<file path="src/rtl/cln_pkg.sv">
// ----------------------------------------------------------------------------
// cln_pkg
// Shared types, codes and microcode program for the LCD nibble sequencer.
// ----------------------------------------------------------------------------
package cln_pkg;

    localparam int STEP_W = 5;

    typedef enum logic [1:0] {
        KIND_CMD  = 2'd0,
        KIND_DATA = 2'd1,
        KIND_MOVE = 2'd2,
        KIND_INIT = 2'd3
    } kind_t;

    // 7-bit row base registers on the config port, selected by paddr[2].
    localparam logic REG_FIRST_ROW  = 1'b0;
    localparam logic REG_SECOND_ROW = 1'b1;

    localparam logic [6:0] FIRST_ROW_RST  = 7'd0;
    localparam logic [6:0] SECOND_ROW_RST = 7'd64;

    localparam logic [STEP_W-1:0] STEP_BYTE = 5'd0;
    localparam logic [STEP_W-1:0] STEP_INIT = 5'd2;

    typedef enum logic [1:0] {
        NIB_CONST = 2'd0,
        NIB_HIGH  = 2'd1,
        NIB_LOW   = 2'd2
    } nib_sel_t;

    typedef struct packed {
        nib_sel_t   sel;
        logic [3:0] nib;
        logic [5:0] wait_ms;
        logic       data_nowait;  // zero wait when RS is data
        logic       last;
    } ctrl_word_t;

    typedef struct packed {
        logic [6:0] first_row_base;
        logic [6:0] second_row_base;
    } row_cfg_t;

    function automatic ctrl_word_t ucode(input logic [STEP_W-1:0] step);
        ctrl_word_t cw;
        case (step)
            5'd0:    cw = '{NIB_HIGH,  4'h0, 6'd2,  1'b1, 1'b0};
            5'd1:    cw = '{NIB_LOW,   4'h0, 6'd0,  1'b0, 1'b1};
            5'd2:    cw = '{NIB_CONST, 4'h3, 6'd50, 1'b0, 1'b0};
            5'd3:    cw = '{NIB_CONST, 4'h3, 6'd10, 1'b0, 1'b0};
            5'd4:    cw = '{NIB_CONST, 4'h3, 6'd10, 1'b0, 1'b0};
            5'd5:    cw = '{NIB_CONST, 4'h2, 6'd10, 1'b0, 1'b0};
            5'd6:    cw = '{NIB_CONST, 4'h2, 6'd22, 1'b0, 1'b0};
            5'd7:    cw = '{NIB_CONST, 4'h8, 6'd0,  1'b0, 1'b0};
            5'd8:    cw = '{NIB_CONST, 4'h0, 6'd12, 1'b0, 1'b0};
            5'd9:    cw = '{NIB_CONST, 4'hC, 6'd0,  1'b0, 1'b0};
            5'd10:   cw = '{NIB_CONST, 4'h0, 6'd12, 1'b0, 1'b0};
            5'd11:   cw = '{NIB_CONST, 4'h6, 6'd0,  1'b0, 1'b0};
            5'd12:   cw = '{NIB_CONST, 4'h8, 6'd12, 1'b0, 1'b0};
            5'd13:   cw = '{NIB_CONST, 4'h0, 6'd0,  1'b0, 1'b0};
            5'd14:   cw = '{NIB_CONST, 4'h0, 6'd12, 1'b0, 1'b0};
            5'd15:   cw = '{NIB_CONST, 4'h1, 6'd0,  1'b0, 1'b0};
            5'd16:   cw = '{NIB_CONST, 4'h0, 6'd12, 1'b0, 1'b0};
            5'd17:   cw = '{NIB_CONST, 4'h2, 6'd0,  1'b0, 1'b0};
            5'd18:   cw = '{NIB_HIGH,  4'h0, 6'd22, 1'b0, 1'b0};
            5'd19:   cw = '{NIB_LOW,   4'h0, 6'd0,  1'b0, 1'b1};
            default: cw = '{NIB_CONST, 4'h0, 6'd0,  1'b0, 1'b1};
        endcase
        return cw;
    endfunction

endpackage

</file>
<file path="src/rtl/char_lcd_nibble_sequencer_core.sv">
// ----------------------------------------------------------------------------
// char_lcd_nibble_sequencer_core
// HD44780-style 4-bit bus sequencer driven by a microcode table.
// ----------------------------------------------------------------------------
// Input channel (s_): one request per item; kind in s_tuser, operands in
// s_tdata. Result channel (m_): one enable strobe per item with RS level in
// m_tuser, nibble and wait in m_tdata, m_tlast on the final strobe.
// Commands, data bytes and cursor moves give 2 strobes, initialize gives 18.
// A request is first latched into the byte register; then the step counter
// walks the control table, one table step fetched per cycle unless the
// receiver stalls, and each step loads one strobe into the output register.
// s_tready is high whenever no request is in progress, including while the
// final strobe still sits in the output register.
// A receiver stall holds the output register and freezes the step counter.
// Reset (aresetn low, synchronous) drops m_tvalid, clears the sequencer
// and returns the row bases to 0 and 64. The APB port has no wait states.
// ----------------------------------------------------------------------------
module char_lcd_nibble_sequencer_core (
    input  logic        aclk,
    input  logic        aresetn,
    input  logic        s_tvalid,
    output logic        s_tready,
    input  logic [23:0] s_tdata,   // value[7:0], column[14:8], row[16:15], zero pad
    input  logic [1:0]  s_tuser,   // kind[1:0]
    output logic        m_tvalid,
    input  logic        m_tready,
    output logic [15:0] m_tdata,   // nibble[3:0], wait_ms[9:4], zero pad
    output logic        m_tuser,   // reg_select
    output logic        m_tlast,
    input  logic        psel,
    input  logic        penable,
    input  logic        pwrite,
    input  logic [2:0]  paddr,
    input  logic [31:0] pwdata,
    output logic [31:0] prdata,
    output logic        pready
);

    cln_pkg::row_cfg_t   row_cfg;
    cln_pkg::ctrl_word_t cw;
    cln_pkg::kind_t      kind;

    logic                      busy_reg,  busy_next;
    logic [cln_pkg::STEP_W-1:0] step_reg, step_next;
    logic [7:0]                byte_reg,  byte_next;
    logic                      rs_reg,    rs_next;
    logic                      mvalid_reg, mvalid_next;
    logic [3:0]                nib_reg,   nib_next;
    logic [5:0]                wait_reg,  wait_next;
    logic                      mrs_reg,   mrs_next;
    logic                      mlast_reg, mlast_next;

    logic       accept;
    logic       out_free;
    logic [6:0] base;
    logic [6:0] addr;
    logic [6:0] col;
    logic [1:0] row;

    cln_regs u_regs (
        .aclk    (aclk),
        .aresetn (aresetn),
        .psel    (psel),
        .penable (penable),
        .pwrite  (pwrite),
        .paddr   (paddr),
        .pwdata  (pwdata),
        .prdata  (prdata),
        .pready  (pready),
        .row_cfg (row_cfg)
    );

    assign kind     = cln_pkg::kind_t'(s_tuser);
    assign s_tready = !busy_reg;
    assign accept   = s_tvalid && s_tready;
    assign out_free = !mvalid_reg || m_tready;
    assign cw       = cln_pkg::ucode(step_reg);

    // Initialize ends with a move to column 0, row 0.
    assign col = (kind == cln_pkg::KIND_INIT) ? 7'd0 : s_tdata[14:8];
    assign row = (kind == cln_pkg::KIND_INIT) ? 2'd0 : s_tdata[16:15];

    always_comb begin
        case (row)
            2'd0:    base = row_cfg.first_row_base;
            2'd1:    base = row_cfg.second_row_base;
            default: base = 7'd0;
        endcase
    end

    assign addr = col + base;

    always_comb begin
        busy_next   = busy_reg;
        step_next   = step_reg;
        byte_next   = byte_reg;
        rs_next     = rs_reg;
        mvalid_next = mvalid_reg;
        nib_next    = nib_reg;
        wait_next   = wait_reg;
        mrs_next    = mrs_reg;
        mlast_next  = mlast_reg;

        if (mvalid_reg && m_tready) begin
            mvalid_next = 1'b0;
        end

        if (accept) begin
            busy_next = 1'b1;
            rs_next   = (kind == cln_pkg::KIND_DATA);
            step_next = (kind == cln_pkg::KIND_INIT) ? cln_pkg::STEP_INIT
                                                     : cln_pkg::STEP_BYTE;
            case (kind)
                cln_pkg::KIND_CMD,
                cln_pkg::KIND_DATA: byte_next = s_tdata[7:0];
                default:            byte_next = {1'b1, addr};
            endcase
        end else if (busy_reg && out_free) begin
            mvalid_next = 1'b1;
            mrs_next    = rs_reg;
            mlast_next  = cw.last;
            wait_next   = (cw.data_nowait && rs_reg) ? 6'd0 : cw.wait_ms;
            case (cw.sel)
                cln_pkg::NIB_HIGH: nib_next = byte_reg[7:4];
                cln_pkg::NIB_LOW:  nib_next = byte_reg[3:0];
                default:           nib_next = cw.nib;
            endcase
            if (cw.last) begin
                busy_next = 1'b0;
            end else begin
                step_next = step_reg + 1'b1;
            end
        end
    end

    always_ff @(posedge aclk) begin
        if (!aresetn) begin
            busy_reg   <= 1'b0;
            step_reg   <= cln_pkg::STEP_BYTE;
            mvalid_reg <= 1'b0;
        end else begin
            busy_reg   <= busy_next;
            step_reg   <= step_next;
            mvalid_reg <= mvalid_next;
        end
    end

    always_ff @(posedge aclk) begin
        byte_reg  <= byte_next;
        rs_reg    <= rs_next;
        nib_reg   <= nib_next;
        wait_reg  <= wait_next;
        mrs_reg   <= mrs_next;
        mlast_reg <= mlast_next;
    end

    assign m_tvalid = mvalid_reg;
    assign m_tdata  = {6'd0, wait_reg, nib_reg};
    assign m_tuser  = mrs_reg;
    assign m_tlast  = mlast_reg;

endmodule

</file>
<file path="src/rtl/cln_regs.sv">
// ----------------------------------------------------------------------------
// cln_regs
// APB register file holding the display RAM base of the first two rows.
// ----------------------------------------------------------------------------
module cln_regs (
    input  logic               aclk,
    input  logic               aresetn,
    input  logic               psel,
    input  logic               penable,
    input  logic               pwrite,
    input  logic [2:0]         paddr,
    input  logic [31:0]        pwdata,
    output logic [31:0]        prdata,
    output logic               pready,
    output cln_pkg::row_cfg_t  row_cfg
);

    logic [6:0] first_reg,  first_next;
    logic [6:0] second_reg, second_next;
    logic       wr_en;

    assign pready = 1'b1;
    assign wr_en  = psel && penable && pwrite;

    always_comb begin
        first_next  = first_reg;
        second_next = second_reg;
        if (wr_en) begin
            if (paddr[2] == cln_pkg::REG_FIRST_ROW) begin
                first_next = pwdata[6:0];
            end else begin
                second_next = pwdata[6:0];
            end
        end
    end

    always_ff @(posedge aclk) begin
        if (!aresetn) begin
            first_reg  <= cln_pkg::FIRST_ROW_RST;
            second_reg <= cln_pkg::SECOND_ROW_RST;
        end else begin
            first_reg  <= first_next;
            second_reg <= second_next;
        end
    end

    assign prdata = (paddr[2] == cln_pkg::REG_FIRST_ROW) ? {25'd0, first_reg}
                                                         : {25'd0, second_reg};

    assign row_cfg.first_row_base  = first_reg;
    assign row_cfg.second_row_base = second_reg;

endmodule

</file>
<file path="config.mk">
export PLATFORM = sky130hd
export DESIGN_NAME = char_lcd_nibble_sequencer_core
export DESIGN_NICKNAME = d
export VERILOG_FILES = /design/src/rtl/cln_pkg.sv /design/src/rtl/char_lcd_nibble_sequencer_core.sv /design/src/rtl/cln_regs.sv
export SDC_FILE = /design/constraint.sdc
export NUM_CORES = 1
export LEC_CHECK = 0
export BUFFER_PORTS_ARGS = -buffer_cell sky130_fd_sc_hd__buf_2
export CORE_ASPECT_RATIO = 0.7
export CORE_MARGIN = 1.5
export CORE_UTILIZATION = 49
export DETAILED_ROUTE_END_ITERATION = 10
export GPL_TIMING_DRIVEN = 0
export MAX_ROUTING_LAYER = met4
export PLACE_DENSITY = 0.82
export REMOVE_ABC_BUFFERS = 1
export SYNTH_ARGS = -nofsm -noshare
export SYNTH_HDL_FRONTEND = slang
export SYNTH_SLANG_ARGS = --single-unit
</file>
<file path="constraint.sdc">
create_clock -name aclk -period 3.18 [get_ports aclk]
set_clock_uncertainty 0.1 [all_clocks]
set_input_delay 0.318 -clock aclk [delete_from_list [all_inputs] [get_ports aclk]]
set_output_delay 0.318 -clock aclk [all_outputs]
set_load 0.03 [all_outputs]
</file>
# Yosys cells after proc, flatten, opt, wreduce, memory -nomap -nowiden
# Memory sizes are Yosys's and may differ from the RTL's. A register that Yosys moved wholly into a read port is not among the register bits.
# Cells that the tools add are included.
# totals
register_bits	42
in_bits	68
romBits	416
memories	1
elab_cells	60
output_inout_bits	53
# memory_table
memory	depth	word_bits	read_ports	rd_ports_with_merged_regs	write_ports	line	text
(name not given)	32	13	1	1	0	cln_pkg.sv:47	case (step)
# op_classes
n_bitwise	2
n_mux	18
eq_ne	6
n_addsub	2
reduce_logical	19
# op_table
op	n
2-to-1 mux 5 bit	5
2-to-1 mux 7 bit	3
one-hot mux 7 bit (2 select lines)	1
AND reduction 2 bit	5
one-hot mux 4 bit (2 select lines)	1
adder 7 bit	1
== test 2 x 1 -> 1 bit (second input constant)	3
logical AND 1 bit	6
2-to-1 mux 1 bit	6
adder 5 x 1 -> 5 bit (second input constant)	1
== test 2 bit (second input constant)	2
logical NOT 2 bit	2
2-to-1 mux 2 bit	2
nonzero test 2 bit	2
logical NOT 1 bit	2
!= test 2 x 1 -> 1 bit (second input constant)	1
inverter 1 bit	2
OR reduction 2 bit	1
logical OR 1 bit	1

# Depth between registers and ports, before layout
# Gate-level depths: netlist of run 1.
# depth
word_depth	7
ltp_mapped	13

# Hierarchy
# A second synthesis of run 1 with hierarchy kept.
# hier_totals
hier_cells	329
area_unflattened_um2	3150.5
# by_module_without_submodules
mod	seq_area_each_um2	cells_per_inst	area_each_um2	instances
char_lcd_nibble_sequencer_core	1001.0	238	2294.7	1
cln_regs	280.3	91	855.8	1

# Worst setup path before layout of run 1
# Ideal clock, no wire load.
# synth_timing
path_type	input to register
start	input s_tuser[1]
end	register byte_reg[6], data pin
arrival_time_ns	2.505
slack_ns	0.303
setup_time_ns	0.272
path_stages	13
cell_sequence	nand2_1 -> clkbuf_1 -> and3b_1 -> clkbuf_1 -> a22o_1 -> ha_1 -> fa_1 -> a21o_1 -> a21oi_1 -> nor2_1 -> a211oi_1 -> xnor2_1 -> a21oi_1
# synth_via
elab_chain_len	6
elab_cells_between_ends	11
# synth_rtl
element	line	text
start: declaration	char_lcd_nibble_sequencer_core.sv:24	input logic [1:0] s_tuser,
== test 2 bit	char_lcd_nibble_sequencer_core.sv:80, char_lcd_nibble_sequencer_core.sv:81	
2-to-1 mux 2 bit	char_lcd_nibble_sequencer_core.sv:81	assign row = (kind == cln_pkg::KIND_INIT) ? 2'd0 : s_tdata[16:15];
== test 2 x 1 -> 1 bit / logical NOT 2 bit (equally long branches)	char_lcd_nibble_sequencer_core.sv:84	case (row)
one-hot mux 7 bit (2 select lines)	char_lcd_nibble_sequencer_core.sv:84	
adder 7 bit	char_lcd_nibble_sequencer_core.sv:91	assign addr = col + base;
2-to-1 mux 7 bit *	char_lcd_nibble_sequencer_core.sv:113	case (kind)
end signal: assignment	char_lcd_nibble_sequencer_core.sv:149	byte_reg <= byte_next;
end: declaration	char_lcd_nibble_sequencer_core.sv:45	logic [7:0] byte_reg, byte_next;
# Mark *: on every way between the ends. The rest lies on a longest branch, timed or not.
# A chain may end at the register's enable or synchronous reset.

# Worst setup path in the final report of run 1
# Same ends and word-level chain as after synthesis.

==> results of run 1 <==
## layout make-up
type / count / area [um^2] / area share
multi-input combinational: 244 / 1620 / 0.474
sequential: 54 / 1280 / 0.375
tap: 78 / 97.6 / 0.0286
clock buffer: 6 / 82.6 / 0.0242
clock inverter: 2 / 38.8 / 0.0114
timing repair buffer: 53 / 265 / 0.0777
inverter: 8 / 30.0 / 0.00880
## power groups by stage
| stage | clock network [mW] | registers [mW] | logic (mW) |
|---|---|---|---|
| after global routing | 0.524 | 0.785 | 0.331 |
| after CTS | 0.493 | 0.781 | 0.302 |
| after global placement | 0 | 0.794 | 0.294 |
| after floorplan | 0 | 0.817 | 0.199 |
| after detailed placement | 0 | 0.797 | 0.301 |
| final | 0.483 | 0.780 | 0.303 |
## synthesized netlist by cell type (all sizes together), types with 4 or more instances
library cell,count
edfxtp,20
ha,9
nand3,6
a22oi,4
buf,39
xnor2,8
nand2,43
clkbuf,5
a22o,7
dfxtp,34
mux2i,4
nor2,15
mux2,14
a21oi,12
nand2b,5
inv,8
a21boi,14
and2,12
o21ai,9
nor3,6
## worst max-delay path, cell delays in order
cell	delay, ns
buf_2	0.22
nand2_2	0.18
and3b_1	0.29
a22o_1	0.29
ha_1	0.24
fa_1	0.40
a21o_1	0.18
a21oi_1	0.23
nor2_1	0.08
a211oi_1	0.25
xnor2_1	0.17
a21oi_1	0.09
## cell usage in the layout (no fill, tap or decap), types with 7 or more instances in the layout
master,Yosys,routed
xnor2_1,8,8
dfxtp_1,34,34
o21ai_0,8,8
conb_1,2,33
nand2_1,42,41
buf_2,2,53
a21oi_1,12,11
and2_1,12,12
mux2_2,14,14
edfxtp_1,20,20
nor2_1,14,14
inv_1,8,8
a21boi_0,13,13
ha_1,9,9
a22o_1,7,7
## how the worst max path moves through the flow
stage	startpoint	end	slack (ns)	depth (start not counted)
global route	s_tuser[1]	byte_reg[6]	0.10	12
detailed placement	s_tuser[1]	byte_reg[6]	-0.24	12
global placement	s_tuser[1]	byte_reg[6]	-0.13	12
CTS	s_tuser[1]	byte_reg[6]	0.11	12
floorplan	s_tuser[1]	byte_reg[6]	0.45	11
finish	s_tuser[1]	byte_reg[6]	0.20	12
## stage by stage
step                       util  instances  worst slack, ns
after floorplan               -        306            0.451
after global placement    0.531        437           -0.125
after detailed placement  0.531        437           -0.237
after CTS                 0.551        445            0.108
after global routing      0.552        445            0.103
final                     0.552        445            0.200
## logic make-up after synthesis
| kind of cell | share of synthesized area |
|---|---|
| and+or+nand+nor | 0.179 |
| AOI/OAI and AO/OA | 0.167 |
| DFF | 0.411 |
| buffers and inverters | 0.109 |
| muxes | 0.0634 |
| adders and majority gates | 0.0426 |
| xor gates and xnor gates | 0.0253 |
| other | 0.00241 |
## per-layer routing
metal  routed length (um)  GRT usage
met5                    0          -
met2                 2750      0.279
met3                  314     0.0464
met1                 2850      0.244
met4                  106     0.0751
## what timing repair did
action / CTS / global route
setup buffers: 0 / 0
hold buffers: 0 / 0
hold endpoints to repair: 0 / 0
gates resized for setup: 1 / 1
setup endpoints to repair: 2 / 1
cloned: 0 / 0
==> flow_summary_export.csv, run 1 <==
group,metric,value,unit
run_status,status,"complete, no violations",
routing,totalWireLength,6020,um
sta,tightest_slew,0.983,ns
worst_setup_path,rr_worst_depth,7,
worst_setup_path,worstSetupEndpointType,"flip-flop",
place,numPortBuffers,53,
worst_setup_path,path_class,"in2reg",
worst_setup_path,start_kind,"input pin",
synthesis,ys_top_cells_by_area,"dfxtp_1 (22%), edfxtp_1 (19%), buf_4 (8.2%), mux2_2 (5.1%), nand2_1 (5.1%)",
sta,hold_slack,0.150,ns
power_and_ir_drop,p_leak,1.44,nW
power_and_ir_drop,p_sw_frac,0.285,
floorplanning,io_pins,121,
clock_tree,cts_tree,"done",
routing,dr.pass1.iters,4,
worst_setup_path,arrival,2.95,ns
grt,grt_max_degree,26,
routing,wl_per_cell,13.5,um
routing,num_vias,2314,
clock_tree,h-tree-depth,2,
power_and_ir_drop,power,1.57,mW
layout,design_area,3410,um^2
floorplanning,die_w,98.3,um
synthesis,synth_top_area_cell,"dfxtp_1",
routing,final_antenna_net_count,0,
sta,relSlewSlack,0.326,
grt,antenna_found_initial,0,
clock_tree,cts.sinks,54,
synthesis,syn_area_per_cell,9.77,um^2
sta,rsz0062_at_grt,"no",
worst_hold_path,hp-start,"pwdata[0]",
synthesis,syn_inst,319,
sta,min_period,2.98,ns
routing,via_per_inst,5.20,
layout,fill_cells,580,
worst_setup_path,r2r-end,"cw[9]",
layout,syn2layout_area_growth,9.51,%
grt,track_usage,0.187,
clock_tree,clk_latency,0.31,ns
sta,final.setup.tns,0,ns
synthesis,ys_warn_count,0,
worst_setup_path,reg2reg_from,"step_reg[0]",
synthesis,ys_seq_elements,54,
floorplanning,dieArea,6860,um^2
grt,grt-ovfl-total,0,
grt,grt_pass1_wl,9890,um
routing,drc_errors,0,
power_and_ir_drop,seqPwrFrac,0.498,
layout,drive_gt1_frac,0.237,
layout,fin_nets,444,
worst_setup_path,crit_required,3.15,ns
synthesis,synth.top_cell.area_share,0.218,
power_and_ir_drop,power_frac_comb,0.194,
floorplanning,rows,24,
power_and_ir_drop,power_density,459,nW/um^2
synthesis,synthFlopType,"dfxtp_1",
floorplanning,start_util,0.504,
power_and_ir_drop,intPower,1.12,mW
sta,hold_viol_final,0,
worst_hold_path,min_path_type,"in2reg",
synthesis,syn_area,3120,um^2
synthesis,synth_edf_count,20,
sta,max_freq,0.336,GHz
sta,final_max_slew_viol_count,0,
clock_tree,path_clk_slew,0.10,ns
sta,setup-violations-final,0,
power_and_ir_drop,p_clk_frac,0.308,
synthesis,ys_seq_area_frac,0.411,
power_and_ir_drop,p_switching,0.447,mW
routing,drtIter0Drc,122,
worst_setup_path,regToRegSetupSlack,0.34,ns
sta,period_share,0.937,
flow_run,max_cap_viol_count,0,
worst_hold_path,whs_path_depth,3,
synthesis,async_flop_share,0,
clock_tree,numCtsBuffers,5,
synthesis,ys_types,59,
grt,first_global_vias,2138,
worst_hold_path,min_to,"u_regs.second_reg[0]",
floorplanning,die_height,69.7,um
place,dp_hpwl,4600,um
layout,largest_register_ffs,13,
place,gp_congestion,0.865,
power_and_ir_drop,irDropWorstVdd,0.000183,V
floorplanning,core,6190,um^2
layout,diodes,0,
clock_tree,cts-root-buf,"clkbuf_8",
place,placed_area,3290,um^2
worst_setup_path,cp_max_fo,13,
clock_tree,clockBufferDepth,2,
Power figures use the tool's default switching activity.
==> run 2, diff against run 1 <==
CORE_UTILIZATION = 44   (was 49)
PLACE_DENSITY = 0.78   (was 0.82)
clock period = 2.7 ns   (was 3.18 ns; I/O delays follow)
==> flow_summary_export.csv, run 2 (synthesis gave the netlist of run 1 again) <==
group,metric,value,unit
run_status,status,"complete, no violations",
routing,num_vias,2360,
power_and_ir_drop,irDropWorstVdd,0.000208,V
clock_tree,numCtsBuffers,5,
worst_setup_path,rr_worst_depth,7,
floorplanning,rows,25,
layout,fin_nets,448,
power_and_ir_drop,power_density,502,nW/um^2
place,dp_worst_setup_slack,-0.609,ns
worst_setup_path,cp_max_fo,13,
layout,final_common_cell,"buf_2",
power_and_ir_drop,p_clk_frac,0.263,
worst_setup_path,crit_required,2.67,ns
sta,min_period,2.58,ns
worst_setup_path,arrival,2.55,ns
sta,period_share,0.955,
power_and_ir_drop,p_switching,0.538,mW
power_and_ir_drop,p_sw_frac,0.309,
floorplanning,io_pins,121,
worst_hold_path,whs_path_depth,3,
worst_setup_path,r2r-end,"cw[9]",
place,dp_hpwl,4450,um
worst_setup_path,regToRegSetupSlack,0.13,ns
power_and_ir_drop,seqPwrFrac,0.528,
routing,drc_errors,0,
clock_tree,clockBufferDepth,2,
layout,drive_gt1_frac,0.253,
layout,layout_common_cells,"buf_2 (52), nand2_1 (41), dfxtp_1 (34)",
power_and_ir_drop,power_frac_comb,0.208,
clock_tree,h-tree-depth,2,
layout,largest_register_ffs,13,
sta,setup-violations-final,0,
grt,antenna_found_initial,0,
routing,via_per_inst,5.08,
floorplanning,start_util,0.459,
sta,relSlewSlack,0.387,
floorplanning,die_height,73.4,um
place,gp_congestion,0.843,
sta,rsz0062_at_grt,"yes",
place,placedCellCount,453,
grt,grt-ovfl-total,0,
clock_tree,path_clk_slew,0.10,ns
power_and_ir_drop,intPower,1.20,mW
worst_hold_path,min_to,"u_regs.second_reg[6]",
routing,final_antenna_net_count,0,
routing,dr.pass1.iters,5,
worst_setup_path,start_kind,"input pin",
worst_setup_path,worstSetupEndpointType,"flip-flop",
worst_hold_path,min_path_type,"in2reg",
worst_hold_path,hp-start,"pwdata[6]",
worst_setup_path,slowest_stage,"fa_1",
floorplanning,die_w,104,um
sta,tightest_slew,0.916,ns
place,numPortBuffers,53,
routing,totalWireLength,6240,um
layout,diodes,0,
routing,wl_per_cell,13.4,um
sta,setup_slack,0.121,ns
sta,hold_viol_final,0,
grt,first_global_vias,2077,
worst_setup_path,reg2reg_from,"step_reg[0]",
grt,track_usage,0.166,
layout,fin_cells,465,
routing,drtIter0Drc,149,
clock_tree,cts_tree,"done",
sta,max_freq,0.388,GHz
grt,grt_pass1_wl,9750,um
layout,syn2layout_area_growth,11.2,%
clock_tree,clk_latency,0.31,ns
sta,final_max_slew_viol_count,0,
clock_tree,cts.sinks,54,
clock_tree,cts-root-buf,"clkbuf_8",
floorplanning,dieArea,7610,um^2
grt,grt_max_degree,26,
worst_setup_path,crit_path_cell_trace,"buf_4, nand2_4, and3b_2, a22o_1, ha_1, fa_1, a21o_1, a21oi_2, nor2_1, a211oi_2, xnor2_1, a21oi_1",
worst_setup_path,path_class,"in2reg",
flow_run,max_cap_viol_count,0,
floorplanning,core,6790,um^2
power_and_ir_drop,p_leak,1.45,nW
worst_setup_path,max_stage_delay,0.41,ns
run 2: worst max path at each step:
stage / end / cells past startpoint / startpoint / slack [ns]
finish: byte_reg[6] / 12 / s_tuser[1] / 0.12
global placement: byte_reg[6] / 12 / s_tuser[1] / -0.55
floorplan: byte_reg[6] / 11 / s_tuser[1] / 0.02
CTS: byte_reg[6] / 12 / s_tuser[1] / 0.004
detailed placement: byte_reg[6] / 12 / s_tuser[1] / -0.61
global route: cw[4] / 7 / step_reg[0] / -0.06
run 2: area by class of cell:
cell class	count	area (um^2)
tap	94	118
timing repair buffer	56	290
clock buffer	6	72.6
fill	647	3320
clock inverter	2	13.8
sequential	54	1280
inverter	8	30.0
multi-input combinational	245	1660
run 2: stage by stage:
step	total power, mW	hold slack, ns	util	instance area (um^2)	TNS (ns)
finish	1.74	0.108	0.511	3470	0
global route	1.81	0.0989	0.511	3470	-0.152
CTS	1.74	0.0974	0.504	3420	0
detailed placement	1.29	0.371	0.487	3310	-3.90
global placement	1.28	0.351	0.487	3310	-3.23
floorplan	1.20	0.242	-	2920	0
run 2: critical path: cells and delay by family:
kind | cells | cell delay [ns]
AO/OA/AOI/OAI | 5 | 0.87
buffers and inverters | 1 | 0.17
XOR/XNOR | 1 | 0.15
adder cells (fa/ha/maj) | 2 | 0.64
AND/OR/NAND/NOR | 3 | 0.45
run 2: power groups by stage:
stage	clock, mW	combinational (mW)	sequential (mW)
2_1_floorplan	0	0.235	0.963
3_3_place_gp	0	0.348	0.936
3_5_place_dp	0	0.355	0.937
4_1_cts	0.463	0.358	0.919
5_1_grt	0.494	0.394	0.924
6_report	0.458	0.363	0.918
run 2: layer usage:
metal / track usage / routed length (um)
met2: 0.268 / 2870
met1: 0.205 / 2810
met3: 0.0479 / 459
met4: 0.0525 / 101
met5: - / 0
run 2: what timing repair did:
action	in CTS	in global routing
pin swaps	0	1
endpoints found under the setup margin	15	6
gates resized for setup	7	3
cloned	0	1
hold buffers	0	0
buffers inserted	0	3
endpoints found under the hold margin	0	0
==> run 3, diff against run 2 <==
BUFFER_PORTS_ARGS = not set   (was -buffer_cell sky130_fd_sc_hd__buf_2)
CORE_MARGIN = 5   (was 1.5)
CORE_UTILIZATION = 57   (was 44)
DONT_BUFFER_PORTS = 1   (was not set)
PLACE_DENSITY = 0.77   (was 0.78)
==> flow_summary_export.csv, run 3 (synthesis gave the netlist of run 1 again) <==
group,metric,value,unit
run_status,status,"complete, no violations",
routing,wl_per_cell,15.6,um
power_and_ir_drop,p_leak,1.24,nW
power_and_ir_drop,irDropWorstVdd,0.000284,V
worst_hold_path,min_path_type,"in2reg",
sta,min_period,2.61,ns
worst_setup_path,rr_worst_depth,7,
place,numPortBuffers,0,
place,dp_hpwl,4400,um
clock_tree,cts.sinks,54,
layout,fin_nets,402,
layout,diodes,0,
floorplanning,core,5290,um^2
clock_tree,cts-root-buf,"clkbuf_8",
worst_hold_path,whs_path_depth,1,
power_and_ir_drop,p_clk_frac,0.268,
sta,hold_viol_final,0,
grt,track_usage,0.178,
worst_setup_path,worstSetupEndpointType,"flip-flop",
worst_setup_path,arrival,2.74,ns
layout,syn2layout_area_growth,4.22,%
routing,dr.pass1.iters,4,
worst_setup_path,crit_required,2.83,ns
sta,setup-violations-final,0,
clock_tree,clockBufferDepth,2,
sta,hold_slack,0.0291,ns
floorplanning,io_pins,121,
power_and_ir_drop,p_sw_frac,0.304,
floorplanning,rows,22,
floorplanning,start_util,0.590,
floorplanning,die_height,71.9,um
layout,seq_area,1280,um^2
power_and_ir_drop,power_frac_comb,0.172,
sta,final.setup.tns,0,ns
routing,totalWireLength,6200,um
grt,first_global_vias,1969,
clock_tree,cts_tree,"done",
grt,grt_pass1_wl,9820,um
routing,num_vias,2163,
grt,grt_max_degree,21,
clock_tree,path_clk_slew,0.10,ns
layout,fill_cells,453,
sta,relSlewSlack,0.372,
routing,drtIter0Drc,89,
routing,via_per_inst,5.45,
power_and_ir_drop,power_density,522,nW/um^2
layout,drive_gt1_frac,0.123,
grt,antenna_found_initial,0,
power_and_ir_drop,p_switching,0.516,mW
layout,largest_register_ffs,13,
routing,drc_errors,0,
power_and_ir_drop,intPower,1.18,mW
clock_tree,numCtsBuffers,5,
flow_run,max_cap_viol_count,0,
floorplanning,dieArea,7070,um^2
layout,final_common_cell,"nand2_1",
layout,design_area,3250,um^2
place,gp_congestion,0.856,
sta,final_max_slew_viol_count,0,
routing,final_antenna_net_count,0,
layout,layout_common_cells,"nand2_1 (41), dfxtp_1 (34), conb_1 (33)",
layout,multi_input_area,1660,um^2
worst_setup_path,start_kind,"flip-flop",
clock_tree,h-tree-depth,2,
place,placed_area,3010,um^2
grt,grt-ovfl-total,0,
worst_setup_path,cp_max_fo,10,
sta,rsz0062_at_grt,"yes",
sta,period_share,0.966,
power_and_ir_drop,seqPwrFrac,0.560,
worst_setup_path,path_class,"reg2reg",
floorplanning,die_w,98.4,um
sta,tightest_slew,0.939,ns
clock_tree,clk_latency,0.32,ns
sta,max_freq,0.384,GHz
run 3: cell count changes in the layout (fill, tap and decap cells not counted), moves of 2 or more:
cell / before / now
buf_2: 52 / 0
dlygate4sd3_1: 0 / 9
clkinvlp_4: 0 / 2
buf_4: 4 / 1
run 3: critical path, stage by stage (launching register included):
cell	delay, ns
dfxtp_1	0.56
ha_1	0.30
nand3_1	0.13
or4_1	0.54
a21oi_4	0.32
a21boi_1	0.34
mux2i_1	0.14
o32ai_2	0.09
run 3: final cells by class:
class	instances	share of cell area
Clock buffer	6	0.0223
Clock inverter	2	0.00462
Inverter	8	0.00924
Multi-Input combinational cell	245	0.512
Sequential cell	54	0.394
Tap cell	72	0.0277
Timing Repair Buffer	10	0.0300
run 3: final timing paths:
path                    start  endpoint  slack, ns
setup / recovery  step_reg[0]     cw[9]       0.09
hold / removal     s_tuser[1]    rs_reg       0.03
setup reg to reg  step_reg[0]     cw[9]       0.09
hold reg to reg         cw[0]  busy_reg       0.38
run 3: timing repair:
item	4_1_cts	5_1_grt
resized for setup	3	6
pin swaps	0	2
endpoints found under the setup margin	13	7
setup buffers	0	1
hold endpoints to repair	16	0
hold buffers	9	0
gates cloned	0	1
run 3: through the flow:
step	utilization	power [mW]	cells	setup slack [ns]
detailed placement	0.570	1.24	378	-0.460
floorplan	-	1.20	306	0.0186
global placement	0.570	1.23	378	-0.388
CTS	0.607	1.70	395	0.0803
finish	0.615	1.70	397	0.0928
global route	0.615	1.79	397	-0.0363
run 3: metal layers:
| layer | part of all wire | global-route usage |
|---|---|---|
| met1 | 0.46 | 0.245 |
| met2 | 0.46 | 0.259 |
| met3 | 0.065 | 0.0409 |
| met4 | 0.013 | 0.0591 |
| met5 | 0 | - |
run 3: power by group through the flow:
stage                     registers [mW]  logic, mW  clock network (mW)
final                              0.951      0.292               0.454
after global routing               0.956      0.324               0.505
after CTS                          0.951      0.286               0.462
after detailed placement           0.970      0.269                   0
after global placement             0.968      0.264                   0
after floorplan                    0.963      0.235                   0
